**config.mk**
```make
export PLATFORM = sky130hd
export DESIGN_NAME = flow_packet_sequence_recorder_flat
export DESIGN_NICKNAME = d
export VERILOG_FILES = /design/src/fpsr_pkg.sv /design/src/fpsr_pkt_if.sv /design/src/fpsr_res_if.sv /design/src/fpsr_cfg_if.sv /design/src/fpsr_flow_state.sv /design/src/flow_packet_sequence_recorder.sv /design/src/flat_wrapper.sv
export SDC_FILE = /design/constraint.sdc
export NUM_CORES = 1
export LEC_CHECK = 0
export ABC_CLOCK_PERIOD_IN_PS = 17350
export CAP_MARGIN = 20
export CORE_UTILIZATION = 60
export DETAILED_ROUTE_END_ITERATION = 12
export DONT_BUFFER_PORTS = 1
export GPL_TIMING_DRIVEN = 0
export PLACE_DENSITY = 0.72
export SYNTH_ARGS = -nofsm -noshare
export SYNTH_HDL_FRONTEND = slang
export SYNTH_SLANG_ARGS = --single-unit
```
**constraint.sdc**
```tcl
create_clock -name clk -period 17.35 [get_ports clk]
set_input_delay 0 -clock clk [delete_from_list [all_inputs] [get_ports clk]]
set_output_delay 0 -clock clk [all_outputs]
set_load 0.01 [all_outputs]
```
**src/fpsr_pkg.sv**
```systemverilog
// shared types, constants and helpers for the flow packet sequence recorder
// no dependencies; imported by the interfaces and every module

package fpsr_pkg;

  localparam int COUNT_W  = 6;
  localparam int SLOT_W   = 5;
  localparam int CFG_IDX_W = 2;

  localparam logic [COUNT_W-1:0] MAX_ELEMENTS = COUNT_W'(32);
  localparam logic [31:0]        WRAP_LIMIT   = 32'd4252017623;

  // outcome codes
  localparam logic [1:0] OUT_DUPLICATE = 2'd0;
  localparam logic [1:0] OUT_ZERO_SKIP = 2'd1;
  localparam logic [1:0] OUT_RECORDED  = 2'd2;
  localparam logic [1:0] OUT_FULL      = 2'd3;

  // configuration register indexes
  localparam logic [CFG_IDX_W-1:0] CFG_INCLUDE_ZERO = CFG_IDX_W'(0);
  localparam logic [CFG_IDX_W-1:0] CFG_SKIP_DUP     = CFG_IDX_W'(1);

  typedef struct packed {
    logic        new_flow;
    logic        from_client;
    logic        is_tcp;
    logic [31:0] seq_number;
    logic [31:0] ack_number;
    logic [15:0] payload_length;
    logic [15:0] wire_length;
    logic [7:0]  flag_bits;
    logic [31:0] time_seconds;
    logic [19:0] time_micros;
  } pkt_t;

  typedef struct packed {
    logic [1:0]         outcome;
    logic [SLOT_W-1:0]  slot_index;
    logic [15:0]        recorded_size;
    logic [7:0]         recorded_flags;
    logic               recorded_direction;
    logic [31:0]        recorded_seconds;
    logic [19:0]        recorded_micros;
    logic [COUNT_W-1:0] element_count;
  } res_t;

  typedef struct packed {
    logic include_zero;
    logic skip_dup;
  } cfg_t;

  // true when cur does not move past prev, allowing for wrap
  function automatic logic not_advancing(input logic [31:0] cur, input logic [31:0] prev);
    logic [31:0] diff;
    diff = prev - cur;
    return (cur <= prev) && (diff <= WRAP_LIMIT);
  endfunction

endpackage

```
**src/fpsr_pkt_if.sv**
```systemverilog
// packet input channel: valid/ready handshake plus packet fields
// depends on fpsr_pkg

interface fpsr_pkt_if;
  import fpsr_pkg::*;

  logic        valid;
  logic        ready;
  logic        new_flow;
  logic        from_client;
  logic        is_tcp;
  logic [31:0] seq_number;
  logic [31:0] ack_number;
  logic [15:0] payload_length;
  logic [15:0] wire_length;
  logic [7:0]  flag_bits;
  logic [31:0] time_seconds;
  logic [19:0] time_micros;

  modport source (
    output valid, new_flow, from_client, is_tcp, seq_number, ack_number,
           payload_length, wire_length, flag_bits, time_seconds, time_micros,
    input  ready
  );

  modport sink (
    input  valid, new_flow, from_client, is_tcp, seq_number, ack_number,
           payload_length, wire_length, flag_bits, time_seconds, time_micros,
    output ready
  );
endinterface

```
**src/fpsr_res_if.sv**
```systemverilog
// result output channel: valid/ready handshake plus result fields
// depends on fpsr_pkg

interface fpsr_res_if;
  import fpsr_pkg::*;

  logic               valid;
  logic               ready;
  logic [1:0]         outcome;
  logic [SLOT_W-1:0]  slot_index;
  logic [15:0]        recorded_size;
  logic [7:0]         recorded_flags;
  logic               recorded_direction;
  logic [31:0]        recorded_seconds;
  logic [19:0]        recorded_micros;
  logic [COUNT_W-1:0] element_count;

  modport source (
    output valid, outcome, slot_index, recorded_size, recorded_flags,
           recorded_direction, recorded_seconds, recorded_micros, element_count,
    input  ready
  );

  modport sink (
    input  valid, outcome, slot_index, recorded_size, recorded_flags,
           recorded_direction, recorded_seconds, recorded_micros, element_count,
    output ready
  );
endinterface

```
**src/fpsr_cfg_if.sv**
```systemverilog
// configuration write channel: valid/ready handshake, register index and data
// depends on fpsr_pkg

interface fpsr_cfg_if;
  import fpsr_pkg::*;

  logic                 valid;
  logic                 ready;
  logic [CFG_IDX_W-1:0] index;
  logic                 data;

  modport source (output valid, index, data, input ready);
  modport sink   (input valid, index, data, output ready);
endinterface

```
**src/fpsr_flow_state.sv**
```systemverilog
// per-direction last values, element count and the duplicate/record decision
// depends on fpsr_pkg

module fpsr_flow_state (
  input  logic           clk,
  input  logic           rst,
  input  logic           advance,
  input  fpsr_pkg::pkt_t pkt,
  input  fpsr_pkg::cfg_t cfg,
  output fpsr_pkg::res_t res
);
  import fpsr_pkg::*;

  logic [31:0]        last_seq    [2];
  logic [31:0]        last_ack    [2];
  logic [15:0]        last_length [2];
  logic [7:0]         last_flags  [2];
  logic [COUNT_W-1:0] count;

  logic               dir;
  logic [31:0]        prev_seq;
  logic [31:0]        prev_ack;
  logic [15:0]        prev_length;
  logic [7:0]         prev_flags;
  logic [COUNT_W-1:0] cur_count;
  logic [COUNT_W-1:0] count_next;
  logic               is_dup;
  logic               do_update;

  // direction 0 is client to server
  assign dir = ~pkt.from_client;

  // a new flow sees cleared state
  always_comb begin
    if (pkt.new_flow) begin
      prev_seq    = '0;
      prev_ack    = '0;
      prev_length = '0;
      prev_flags  = '0;
      cur_count   = '0;
    end else begin
      prev_seq    = last_seq[dir];
      prev_ack    = last_ack[dir];
      prev_length = last_length[dir];
      prev_flags  = last_flags[dir];
      cur_count   = count;
    end
  end

  assign is_dup = cfg.skip_dup && pkt.is_tcp
               && not_advancing(pkt.seq_number, prev_seq)
               && not_advancing(pkt.ack_number, prev_ack)
               && (pkt.payload_length == prev_length)
               && (pkt.flag_bits == prev_flags)
               && (cur_count != '0);

  assign do_update = !is_dup;

  always_comb begin
    res        = '0;
    count_next = cur_count;
    if (is_dup) begin
      res.outcome = OUT_DUPLICATE;
    end else if (pkt.wire_length == '0 && !cfg.include_zero) begin
      res.outcome = OUT_ZERO_SKIP;
    end else if (cur_count < MAX_ELEMENTS) begin
      res.outcome            = OUT_RECORDED;
      res.slot_index         = cur_count[SLOT_W-1:0];
      res.recorded_size      = pkt.wire_length;
      res.recorded_flags     = pkt.flag_bits;
      res.recorded_direction = pkt.from_client;
      res.recorded_seconds   = pkt.time_seconds;
      res.recorded_micros    = pkt.time_micros;
      count_next             = cur_count + COUNT_W'(1);
    end else begin
      res.outcome = OUT_FULL;
    end
    res.element_count = count_next;
  end

  always_ff @(posedge clk) begin
    if (rst) begin
      count <= '0;
      for (int i = 0; i < 2; i++) begin
        last_seq[i]    <= '0;
        last_ack[i]    <= '0;
        last_length[i] <= '0;
        last_flags[i]  <= '0;
      end
    end else if (advance) begin
      count <= count_next;
      for (int i = 0; i < 2; i++) begin
        if (do_update && dir == 1'(i)) begin
          last_seq[i]    <= pkt.seq_number;
          last_ack[i]    <= pkt.ack_number;
          last_length[i] <= pkt.payload_length;
          last_flags[i]  <= pkt.flag_bits;
        end else if (pkt.new_flow) begin
          last_seq[i]    <= '0;
          last_ack[i]    <= '0;
          last_length[i] <= '0;
          last_flags[i]  <= '0;
        end
      end
    end
  end

endmodule

```
**src/flow_packet_sequence_recorder.sv**
```systemverilog
// top level of the flow packet sequence recorder
// depends on fpsr_pkg, the channel interfaces and fpsr_flow_state
//
// path: a packet transaction loads the input register, the result register loads
//   when that packet advances, and the result transaction is offered from there
// throughput: one packet per cycle unless res.ready stalls; per-flow state is
//   read and written in the compute step between the input and result registers
// reset: synchronous rst clears the flow state, both config registers and
//   the valid flags of the input and result registers

module flow_packet_sequence_recorder (
  input  logic  clk,
  input  logic  rst,
  fpsr_pkt_if.sink   pkt,
  fpsr_res_if.source res,
  fpsr_cfg_if.sink   cfg
);
  import fpsr_pkg::*;

  // configuration registers
  cfg_t cfg_regs;

  // input register stage
  logic s1_valid;
  pkt_t s1_pkt;

  // result register stage
  logic res_valid;
  res_t res_q;
  res_t res_comb;

  // the compute cycle happens when a packet is held and the result register is free or draining
  logic advance;

  assign advance   = s1_valid && (!res_valid || res.ready);
  assign pkt.ready = !s1_valid || advance;
  assign cfg.ready = 1'b1;

  // config register decode; writes outside the list are ignored
  always_ff @(posedge clk) begin
    if (rst) begin
      cfg_regs <= '0;
    end else if (cfg.valid) begin
      unique case (cfg.index)
        CFG_INCLUDE_ZERO: cfg_regs.include_zero <= cfg.data;
        CFG_SKIP_DUP:     cfg_regs.skip_dup     <= cfg.data;
        default: ;
      endcase
    end
  end

  // input register: load on every input transaction
  always_ff @(posedge clk) begin
    if (rst) begin
      s1_valid <= 1'b0;
    end else if (pkt.ready) begin
      s1_valid <= pkt.valid;
    end
  end

  always_ff @(posedge clk) begin
    if (pkt.valid && pkt.ready) begin
      s1_pkt.new_flow       <= pkt.new_flow;
      s1_pkt.from_client    <= pkt.from_client;
      s1_pkt.is_tcp         <= pkt.is_tcp;
      s1_pkt.seq_number     <= pkt.seq_number;
      s1_pkt.ack_number     <= pkt.ack_number;
      s1_pkt.payload_length <= pkt.payload_length;
      s1_pkt.wire_length    <= pkt.wire_length;
      s1_pkt.flag_bits      <= pkt.flag_bits;
      s1_pkt.time_seconds   <= pkt.time_seconds;
      s1_pkt.time_micros    <= pkt.time_micros;
    end
  end

  // decision logic and flow state, updated when the packet moves on
  fpsr_flow_state u_state (
    .clk     (clk),
    .rst     (rst),
    .advance (advance),
    .pkt     (s1_pkt),
    .cfg     (cfg_regs),
    .res     (res_comb)
  );

  // result register: holds until the downstream transaction completes
  always_ff @(posedge clk) begin
    if (rst) begin
      res_valid <= 1'b0;
    end else if (advance) begin
      res_valid <= 1'b1;
    end else if (res.ready) begin
      res_valid <= 1'b0;
    end
  end

  always_ff @(posedge clk) begin
    if (advance) begin
      res_q <= res_comb;
    end
  end

  assign res.valid              = res_valid;
  assign res.outcome            = res_q.outcome;
  assign res.slot_index         = res_q.slot_index;
  assign res.recorded_size      = res_q.recorded_size;
  assign res.recorded_flags     = res_q.recorded_flags;
  assign res.recorded_direction = res_q.recorded_direction;
  assign res.recorded_seconds   = res_q.recorded_seconds;
  assign res.recorded_micros    = res_q.recorded_micros;
  assign res.element_count      = res_q.element_count;

endmodule
```
**src/flat_wrapper.sv**
```systemverilog
// flat-port wrapper written by rule: the top's interface ports become plain ports
module flow_packet_sequence_recorder_flat import fpsr_pkg::*;
  (clk, rst, pkt_valid, pkt_new_flow, pkt_from_client, pkt_is_tcp, pkt_seq_number, pkt_ack_number, pkt_payload_length, pkt_wire_length, pkt_flag_bits, pkt_time_seconds, pkt_time_micros, pkt_ready, res_valid, res_outcome, res_slot_index, res_recorded_size, res_recorded_flags, res_recorded_direction, res_recorded_seconds, res_recorded_micros, res_element_count, res_ready, cfg_valid, cfg_index, cfg_data, cfg_ready);
  fpsr_pkt_if pkt_i ();
  fpsr_res_if res_i ();
  fpsr_cfg_if cfg_i ();
  input  logic clk;
  input  logic rst;
  input wire logic [$bits(pkt_i.valid)-1:0] pkt_valid;
  input wire logic [$bits(pkt_i.new_flow)-1:0] pkt_new_flow;
  input wire logic [$bits(pkt_i.from_client)-1:0] pkt_from_client;
  input wire logic [$bits(pkt_i.is_tcp)-1:0] pkt_is_tcp;
  input wire logic [$bits(pkt_i.seq_number)-1:0] pkt_seq_number;
  input wire logic [$bits(pkt_i.ack_number)-1:0] pkt_ack_number;
  input wire logic [$bits(pkt_i.payload_length)-1:0] pkt_payload_length;
  input wire logic [$bits(pkt_i.wire_length)-1:0] pkt_wire_length;
  input wire logic [$bits(pkt_i.flag_bits)-1:0] pkt_flag_bits;
  input wire logic [$bits(pkt_i.time_seconds)-1:0] pkt_time_seconds;
  input wire logic [$bits(pkt_i.time_micros)-1:0] pkt_time_micros;
  output wire logic [$bits(pkt_i.ready)-1:0] pkt_ready;
  output wire logic [$bits(res_i.valid)-1:0] res_valid;
  output wire logic [$bits(res_i.outcome)-1:0] res_outcome;
  output wire logic [$bits(res_i.slot_index)-1:0] res_slot_index;
  output wire logic [$bits(res_i.recorded_size)-1:0] res_recorded_size;
  output wire logic [$bits(res_i.recorded_flags)-1:0] res_recorded_flags;
  output wire logic [$bits(res_i.recorded_direction)-1:0] res_recorded_direction;
  output wire logic [$bits(res_i.recorded_seconds)-1:0] res_recorded_seconds;
  output wire logic [$bits(res_i.recorded_micros)-1:0] res_recorded_micros;
  output wire logic [$bits(res_i.element_count)-1:0] res_element_count;
  input wire logic [$bits(res_i.ready)-1:0] res_ready;
  input wire logic [$bits(cfg_i.valid)-1:0] cfg_valid;
  input wire logic [$bits(cfg_i.index)-1:0] cfg_index;
  input wire logic [$bits(cfg_i.data)-1:0] cfg_data;
  output wire logic [$bits(cfg_i.ready)-1:0] cfg_ready;
  assign pkt_i.valid = pkt_valid;
  assign pkt_i.new_flow = pkt_new_flow;
  assign pkt_i.from_client = pkt_from_client;
  assign pkt_i.is_tcp = pkt_is_tcp;
  assign pkt_i.seq_number = pkt_seq_number;
  assign pkt_i.ack_number = pkt_ack_number;
  assign pkt_i.payload_length = pkt_payload_length;
  assign pkt_i.wire_length = pkt_wire_length;
  assign pkt_i.flag_bits = pkt_flag_bits;
  assign pkt_i.time_seconds = pkt_time_seconds;
  assign pkt_i.time_micros = pkt_time_micros;
  assign pkt_ready = pkt_i.ready;
  assign res_valid = res_i.valid;
  assign res_outcome = res_i.outcome;
  assign res_slot_index = res_i.slot_index;
  assign res_recorded_size = res_i.recorded_size;
  assign res_recorded_flags = res_i.recorded_flags;
  assign res_recorded_direction = res_i.recorded_direction;
  assign res_recorded_seconds = res_i.recorded_seconds;
  assign res_recorded_micros = res_i.recorded_micros;
  assign res_element_count = res_i.element_count;
  assign res_i.ready = res_ready;
  assign cfg_i.valid = cfg_valid;
  assign cfg_i.index = cfg_index;
  assign cfg_i.data = cfg_data;
  assign cfg_ready = cfg_i.ready;
  flow_packet_sequence_recorder u_core (.clk(clk), .rst(rst), .pkt(pkt_i), .res(res_i), .cfg(cfg_i));
endmodule
```
# Yosys cells after proc, flatten, opt, wreduce, memory -nomap -nowiden
# Memory sizes are Yosys's and may differ from the RTL's.
# Cells that the tools add are included.
[op_classes]
addsub = 3
n_mul = 0
n_div = 0
magnitude_cmp = 5
eq_ne = 3
shifts = 0
n_mux = 47
n_bitwise = 18
reduce_logical = 27
[ops]
columns = ["op", "n"]
rows = [
  ["two-way mux 32 bit", 10],
  ["two-way mux 16 bit", 5],
  ["less-or-equal comparator 32 bit", 2],
  ["less-or-equal comparator 32 bit, second input constant", 2],
  ["subtractor 32 bit", 2],
  ["two-way mux 8 bit", 5],
  ["two-way mux 6 bit", 4],
  ["two-way mux 1 bit", 23],
  ["== test 16 bit", 1],
  ["zero test 16 bit", 1],
  ["OR 1 bit", 16],
  ["logical AND 1 bit", 13],
  ["== test 8 bit", 1],
  ["adder 6 x 1 -> 6 bit, second input constant", 1],
  ["< comparator 6 bit, second input constant", 1],
  ["nonzero test 6 bit", 1],
  ["zero test 1 bit", 4],
  ["AND reduction 2 bit", 2],
  ["OR reduction 3 bit", 1],
  ["== test 2 x 1 -> 1 bit, second input constant", 1],
  ["zero test 2 bit", 1],
  ["logical OR 1 bit", 2],
  ["inverter 1 bit", 2],
  ["nonzero test 2 bit", 1],
  ["OR reduction 2 bit", 1],
]
[totals]
reg_bits = 259
latch_bits = 0
mem_bits_rw = 176
mem_bits_ro = 0
input_bits = 167
output_inout_bits = 93
elab_cells = 131
n_memories = 4
[mem_list]
columns = ["memory", "words", "width", "read_ports", "rd_clocked_by_memory_dff", "wr", "line", "text"]
rows = [
  ["u_core.u_state.last_ack", 2, 32, 1, 0, 2, "fpsr_flow_state.sv:15", "logic [31:0] last_ack [2];"],
  ["u_core.u_state.last_seq", 2, 32, 1, 0, 2, "fpsr_flow_state.sv:14", "logic [31:0] last_seq [2];"],
  ["u_core.u_state.last_length", 2, 16, 1, 0, 2, "fpsr_flow_state.sv:16", "logic [15:0] last_length [2];"],
  ["u_core.u_state.last_flags", 2, 8, 1, 0, 2, "fpsr_flow_state.sv:17", "logic [7:0] last_flags [2];"],
]

# Longest topological paths before layout
# Gate-level depths: netlist of the first run.
# An unclocked memory read counts as a cell.
[logic_depth]
word_depth = 19
depth_mapped = 24
depth_no_buf = 17

# Modules after synthesis
# From an unflattened synthesis of the first run, not the netlist that was laid out.
[unflattened]
cells_unflattened = 1787
area_unflattened_um2 = 20982.6
[by_module_without_submodules]
columns = ["mod", "instances", "cells_per_inst", "area_per_inst_um2", "seq_area_each_um2"]
rows = [
  ["fpsr_flow_state", 1, 1517, 13299.0, 4524.3],
  ["flow_packet_sequence_recorder", 1, 270, 7683.6, 7557.2],
]

# Least setup slack after synthesis of the first run
# Ideal clock, no wire load.
[synth_timing]
path_type = "register -> register"
start = "register u_core.s1_pkt[157] in the netlist's numbering"
end = "memory u_core.u_state.last_ack[0][0], enable pin"
setup_ps = 445
arrival_time_ps = 6748
required_time_ps = 16905
path_slack_ps = 10157
path_stages_with_launch = 23
path_buffers = 7
period_less_slack_ps = 7193
path_cell_list = "edfxtp_1 -> buf_2 -> buf_2 -> buf_1 -> buf_1 -> mux2i_1 -> nor2_1 -> ha_1 -> clkbuf_1 -> a21o_1 -> and2_1 -> a2111oi_4 -> o211ai_1 -> a2111oi_2 -> o211ai_1 -> or4_1 -> nor2_1 -> a41oi_2 -> and2_1 -> buf_2 -> buf_2 -> o21ai_0 -> a21o_1"
[synth_lines]
columns = ["element", "line", "text"]
rows = [
  ["from (decl)", "flow_packet_sequence_recorder.sv:25", "pkt_t s1_pkt;"],
  ["to (decl)", "fpsr_flow_state.sv:15", ""],
]

==> out/metrics.cfg, run 1 <==
[status]
status = finished clean

[sta]
hold_viol_final = 0
period_needed_ps = 8150
worst_slew_pin_slew_ps = 957
rsz0062_at_grt = false
report.final.slew_viol_count = 0
finalCritPeriodShare = 0.470
slew-limit-headroom = 0.362
setup_viol = 0
worst_slack_ps = 9200
tns_ps = 0
fmax_ghz = 0.123
clock_skew_ps = 11.8

[critical_path]
crit_path_frequent_cell = clkbuf_1
worst_setup_path_start_kind = flop
reg2reg_depth = 23
cp_slowest_stage_delay_ps = 580
rrSetupSlack_ps = 9200
path_depth = 23
worstSetupEndpoint = u_core.u_state.last_ack[0][16]
cp_cell_sequence = clkbuf_1, clkbuf_1, clkbuf_1, buf_1, clkbuf_1, nor2_1, ha_1, clkbuf_1, a21oi_1, o21ai_0, a211oi_1, o311a_1, xnor2_1, o311ai_0, nor4b_1, a21boi_0, o2111ai_2, and2_1, buf_2, buf_2, o21ai_0, a21o_4, buf_16
worstPathMaxFanout = 51
end_kind = flop
crit_start = u_core.s1_pkt[158]
reg2reg_from = u_core.s1_pkt[158]
worstPathArrival_ps = 8410
rr_endpoint = u_core.u_state.last_ack[0][16]
cp.required_ps = 17600
critical_path_class = flop to flop
critPathSlowestCell = buf_1
worst-path-buf-inv = 9
cp_top_family = buffers and inverters

[pwr]
p_per_area_nw_per_um2 = 99.5
p_comb_frac = 0.112
sw_frac_of_total = 0.249
pwr-share-clk = 0.404
ir_drop_uv = 144
internal_power_mw = 1.89
switching_power_mw = 0.625
seq_power_share = 0.484
p_leak_nw = 9.77

[die]
die_y_um = 190
fp.dieArea_um2 = 36200
rows = 68
core_um2 = 34700
start_util = 0.613
io-pin-count = 260
die_w_um = 190

[drt]
routedWlPerCell_um = 21.6
routed_wirelength_mm = 55.2
ant_nets = 0
drtIter0Drc = 1452
viasPerCell = 6.12
drc = 0
firstDrtPassIters = 6
dr_total_vias = 15700

[clock_tree]
numCtsBuffers = 45
cts_root_buffer = clkbuf_16
clockBufferDepth = 3
cts_sinks = 435
cts_tree = built
clkTransAtPathRegs_ps = 70
clk-insertion-delay-late_ps = 580
cts_setup_buffers = 0
htreeDepth = 2

[yosys]
synth_area_leader_cell = edfxtp_1
yosysMostFrequentCell = edfxtp_1
synth_commonest_cells = edfxtp_1 (337), nor2_1 (148), and2_1 (116)
synth_area_per_cell_um2 = 11.6
yosys_most_used_dff = edfxtp_1
syn-cell-area_um2 = 21300
synth.top_cell.area_share = 0.475
synthMuxAreaShare = 0.0457
ys_top_cells_by_area = edfxtp_1 (48%), dfxtp_1 (9.2%), mux2i_1 (4.0%)
synth_edf_count = 337
ys_seq_area_frac = 0.568
yosys.area_share.adder = 0.0407
ys_ff_latch = 435
ys_warn_count = 0
ys_async_sr_fraction = 0
synth_compound_area_frac = 0.145
syn_inst = 1842
yosys.area_share.simple = 0.141
syn_nets = 2077
synth_top_family_by_area = compound AO/OA/AOI/OAI gates
synth_cell_types = 94
synthXorXnorAreaFrac = 0.0198

[cells_and_area]
postLayoutCellArea_um2 = 25200
nets = 2300
drive_gt1_frac = 0.0814
utilization = 0.727
area_growth_pct = 18.6
finalNonFillerCells = 2559

[placed_design]
post-place-ws_ps = 9230
io_buffers = 0
dp.cells = 2302
place_hpwl_mm = 35.9
gp_congestion = 0.980
dpl_cell_area_um2 = 22000

[global_routing]
grt_max_degree = 58
antenna_found_initial = 2
grt_pass1_vias = 15600
overflow = 0
grt_pass1_wl_mm = 85.8
track_usage = 0.305

[min_path]
hold_class = primary input to flop

[run]
maxCapViolCount = 0

[cells in the final DEF, fill, tap and decap left out, drive strengths merged, types with 20 or more instances in the layout]
cell type    synthesis  final
ha                  66     66
o21ai               62     62
and2               117    117
clkbuf              55    114
mux2i               86     86
o21a                20     20
dfxtp               98     98
nand4               32     32
a22o                88     88
inv                 87     90
nand2               88     88
dlygate4sd3          0    170
xnor2               23     23
xor2                25     25
a21oi               97     97
nor2               149    149
buf                 52     58
edfxtp             337    337
a21o                23     23
nor3                84     84
[repair_timing]
item                                   CTS  global route
hold buffers                           170             0
gates resized for setup                  0             0
endpoints found under the hold margin  221             0
[area by class of cell]
class                   count  area, um^2
fillers                  2382        9470
diodes                      3        7.51
flip-flops and latches    435       12100
clock inverters            24         298
plain buffers             107         520
clock buffers              59        1250
repair buffers            176        1820
inverters                  87         329
multi-input cells        1213        8360
well taps                 455         569
[cell families after synthesis]
group                    after synthesis
AND/OR/NAND/NOR                      583
buffers and inverters                194
other                                  1
flip-flops                           435
multiplexers                          96
adder cells (fa/ha/maj)               68
XOR/XNOR                              48
AO/OA/AOI/OAI                        417
[flip-flops by register name (all words and copies together), names as in the netlist, 8 cells and up]
signal and cells:
u_core.res.recorded_flags 8, u_core.res.recorded_micros 20, u_core.res.recorded_seconds 32, u_core.res.recorded_size 16, u_core.s1_pkt 159, u_core.u_state.last_ack 64, u_core.u_state.last_flags 16, u_core.u_state.last_length 32
u_core.u_state.last_seq 64
[stage by stage]
stage	power, mW	hold slack (ps)
global route	2.59	24.9
global placement	1.48	98.9
floorplan	1.41	98.9
CTS	2.51	11.6
detailed placement	1.48	98.9
finish	2.51	38.1
[power groups by stage]
stage	clock network, mW	logic [mW]	registers, mW
6_report	1.01	0.282	1.22
5_1_grt	1.06	0.309	1.22
4_1_cts	1.02	0.277	1.21
3_5_place_dp	0	0.244	1.23
3_3_place_gp	0	0.236	1.24
2_1_floorplan	0	0.185	1.23
[worst min-delay path by stage]
stage,cells after the start,startpoint,end
3_5_place_dp,0,pkt_seq_number[14],u_core.s1_pkt[138]
6_report,1,pkt_time_seconds[9],u_core.s1_pkt[29]
2_1_floorplan,0,pkt_time_micros[0],u_core.s1_pkt[0]
4_1_cts,1,pkt_seq_number[14],u_core.s1_pkt[138]
3_3_place_gp,0,pkt_time_seconds[17],u_core.s1_pkt[37]
5_1_grt,1,pkt_time_micros[13],u_core.s1_pkt[13]
[layer usage]
metal | GRT usage | up-vias | routed length [um] | share of wire
li1 | - | 7337 | - | -
met1 | 0.399 | 7589 | 23200 | 0.42
met2 | 0.497 | 642 | 26100 | 0.47
met3 | 0.0755 | 94 | 4480 | 0.081
met4 | 0.106 | 0 | 1420 | 0.026
met5 | 0 | - | 0 | 0
No activity file was read; power rests on OpenSTA's default activity.
==> run 2: changes to the inputs <==
- ABC_CLOCK_PERIOD_IN_PS: 17350 -> 6780
- CORE_UTILIZATION: 60 -> 58
- clock period: 17.35 -> 6.78 ns (I/O delays scaled with it)
==> out/metrics.cfg, run 2 (synthesis gave the netlist of run 1 again) <==
[status]
status = finished clean  ; unchanged

[pwr]
power_mw = 6.38  ; was 2.51 mW
p_comb_frac = 0.115  ; was 0.112
internal_power_mw = 4.78  ; was 1.89 mW
ir_drop_uv = 304  ; was 144 uV
sw_frac_of_total = 0.250  ; was 0.249
pwr-share-clk = 0.397  ; was 0.404
p_leak_nw = 9.86  ; was 9.77 nW
p_per_area_nw_per_um2 = 251  ; was 99.5 nW/um^2
switching_power_mw = 1.59  ; was 0.625 mW
seq_power_share = 0.487  ; was 0.484

[cells_and_area]
utilization = 0.708  ; was 0.727
area_growth_pct = 19.2  ; was 18.6%
reg_top3 = u_core.s1_pkt: 159 flops, u_core.u_state.last_ack: 64 flops, u_core.u_state.last_seq: 64 flops  ; unchanged
layout_common_cells = edfxtp_1 (337), dlygate4sd3_1 (172), nor2_1 (148)  ; was edfxtp_1 (337), dlygate4sd3_1 (170), nor2_1 (148)
multi_input_area_um2 = 8420  ; was 8360 um^2
layout_commonest_cell = edfxtp_1  ; unchanged
nets = 2301  ; was 2300
largest_register_ffs = 159  ; unchanged
fill_cells = 2454  ; was 2382
regMostFlops = u_core.s1_pkt  ; unchanged
final-seq-area_um2 = 12100  ; unchanged
drive_gt1_frac = 0.0966  ; was 0.0814

[critical_path]
cp_cell_sequence = clkbuf_4, buf_4, buf_4, buf_2, mux2i_1, nor2_1, ha_1, nand3_1, a21oi_2, o21ai_1, a31oi_1, a31oi_1, xnor2_1, or4b_1, o221a_1, a41oi_2, and2_1, buf_2, clkbuf_4, o21ai_2, a21o_4, buf_12, buf_16  ; was clkbuf_1, clkbuf_1, clkbuf_1, buf_1, clkbuf_1, nor2_1, ha_1, clkbuf_1, a21oi_1, o21ai_0, a211oi_1, o311a_1, xnor2_1, o311ai_0, nor4b_1, a21boi_0, o2111ai_2, and2_1, buf_2, buf_2, o21ai_0, a21o_4, buf_16
critPathSlowestCell = or4b_1  ; was buf_1
critical_path_class = flop to flop  ; unchanged
worstPathArrival_ps = 6760  ; was 8410 ps
cp.required_ps = 7070  ; was 17600 ps
end_kind = flop  ; unchanged
worst_setup_path_start_kind = flop  ; unchanged
worst-path-buf-inv = 8  ; was 9
cp_top_family = buffers and inverters  ; unchanged
cp_slowest_stage_delay_ps = 550  ; was 580 ps
worstPathMaxFanout = 32  ; was 51

[die]
die_w_um = 194  ; was 190 um
fp.dieArea_um2 = 37500  ; was 36200 um^2
start_util = 0.594  ; was 0.613
io-pin-count = 260  ; unchanged
core_um2 = 35800  ; was 34700 um^2
rows = 69  ; was 68
die_y_um = 194  ; was 190 um

[sta]
tns_ps = 0  ; unchanged
period_needed_ps = 6470  ; was 8150 ps
setup_viol = 0  ; unchanged
finalCritPeriodShare = 0.954  ; was 0.470
rsz0062_at_grt = false  ; unchanged
hold_viol_final = 0  ; unchanged
slew-limit-headroom = 0.441  ; was 0.362
clock_skew_ps = 44.6  ; was 11.8 ps
fmax_ghz = 0.155  ; was 0.123 GHz
worst_slew_pin_slew_ps = 831  ; was 957 ps
report.final.slew_viol_count = 0  ; unchanged

[run]
maxCapViolCount = 0  ; unchanged

[global_routing]
track_usage = 0.294  ; was 0.305
antenna_found_initial = 1  ; was 2
grt_pass1_vias = 15500  ; was 15.6k
grt_pass1_wl_mm = 86.3  ; was 85.8 mm
grt_max_degree = 58  ; unchanged
overflow = 0  ; unchanged

[placed_design]
gp_congestion = 0.924  ; was 0.980
io_buffers = 0  ; unchanged
place_hpwl_mm = 36.2  ; was 35.9 mm

[clock_tree]
clkTransAtPathRegs_ps = 70  ; about the same
clockBufferDepth = 3  ; unchanged
htreeDepth = 2  ; unchanged
cts_sinks = 435  ; unchanged
clk-insertion-delay-late_ps = 600  ; was 580 ps
cts_tree = built  ; unchanged
numCtsBuffers = 44  ; was 45
cts_root_buffer = clkbuf_16  ; unchanged

[drt]
routed_wirelength_mm = 55.1  ; was 55.2 mm
firstDrtPassIters = 5  ; was 6
drc = 0  ; unchanged
drtIter0Drc = 1072  ; was 1452
dr_total_vias = 15400  ; was 15.7k
routedWlPerCell_um = 21.5  ; was 21.6 um
viasPerCell = 6.02  ; was 6.12
ant_nets = 0  ; unchanged

[min_path]
hold_class = primary input to flop  ; unchanged

## run 2: cell count changes in the layout (fill, tap and decap cells not counted), moves of 3 or more
cell,previous run,this run
clkbuf_1,61,47
buf_1,8,0
clkbuf_2,2,10
buf_4,2,7
clkinv_2,6,11
a21oi_1,88,84
a21oi_2,5,9
clkbuf_4,0,4
clkinv_1,5,1
o21ai_0,54,51
## run 2: timing repair
action	in CTS	in global routing
pin swaps	0	1
hold buffers	172	0
resized for setup	23	20
gates cloned	2	0
hold endpoints to repair	228	0
buffers inserted	2	2
setup endpoints to repair	360	127
## run 2: path summary, 6_finish.rpt
| kind | startpoint | endpoint | slack (ps) | depth (start not counted) |
|---|---|---|---|---|
| setup / recovery | u_core.s1_pkt[157] | u_core.u_state.last_ack[0][15] | 310 | 23 |
| hold / removal | pkt_from_client | u_core.s1_pkt[157] | 30 | 1 |
| setup reg to reg | u_core.s1_pkt[157] | u_core.u_state.last_ack[0][15] | 310 | 23 |
| hold reg to reg | u_core.u_state.last_ack[1][18] | u_core.u_state.last_ack[1][18] | 480 | 1 |
## run 2: per-layer routing
metal / share of wire / track usage / vias to the layer above
met3: 0.073 / 0.0682 / 88
met2: 0.47 / 0.483 / 524
li1: - / - / 7332
met5: 0 / 0 / -
met4: 0.027 / 0.0990 / 0
met1: 0.43 / 0.384 / 7496
## run 2: final cells by class
cell class,instances,share of cell area
diodes,1,0.0000986
plain buffers,101,0.0213
clock buffers,56,0.0467
clock inverters,25,0.0123
inverters,87,0.0130
multi-input cells,1214,0.332
flip-flops and latches,435,0.476
well taps,461,0.0227
repair buffers,183,0.0758
## run 2: power groups by stage
| stage | Combinational [mW] | Clock [mW] | Sequential, mW |
|---|---|---|---|
| final | 0.734 | 2.53 | 3.11 |
| after global placement | 0.604 | 0 | 3.17 |
| after global routing | 0.805 | 2.67 | 3.12 |
| after floorplan | 0.474 | 0 | 3.14 |
| after detailed placement | 0.626 | 0 | 3.16 |
| after CTS | 0.721 | 2.55 | 3.10 |
## run 2: worst reg2reg max path, cell delays in order (launching register included)
cell	delay, ps
edfxtp_1	350
clkbuf_4	270
buf_4	280
buf_4	250
buf_2	400
mux2i_1	240
nor2_1	60
ha_1	380
nand3_1	150
a21oi_2	270
o21ai_1	190
a31oi_1	340
a31oi_1	160
xnor2_1	210
or4b_1	550
o221a_1	260
a41oi_2	350
and2_1	170
buf_2	250
clkbuf_4	280
o21ai_2	110
a21o_4	290
buf_12	130
buf_16	180
## run 2: stage by stage
step           setup WS [ps]  hold WS (ps)  cells  area, um^2
6_report                 312          25.3   2563       25400
5_1_grt                 5.40          5.00   2562       25400
4_1_cts                 31.2          2.86   2565       25300
3_5_place_dp           -1190          98.9   2309       22000
3_3_place_gp           -2080          98.9   2303       21900
2_1_floorplan            353          98.9   1842       21300
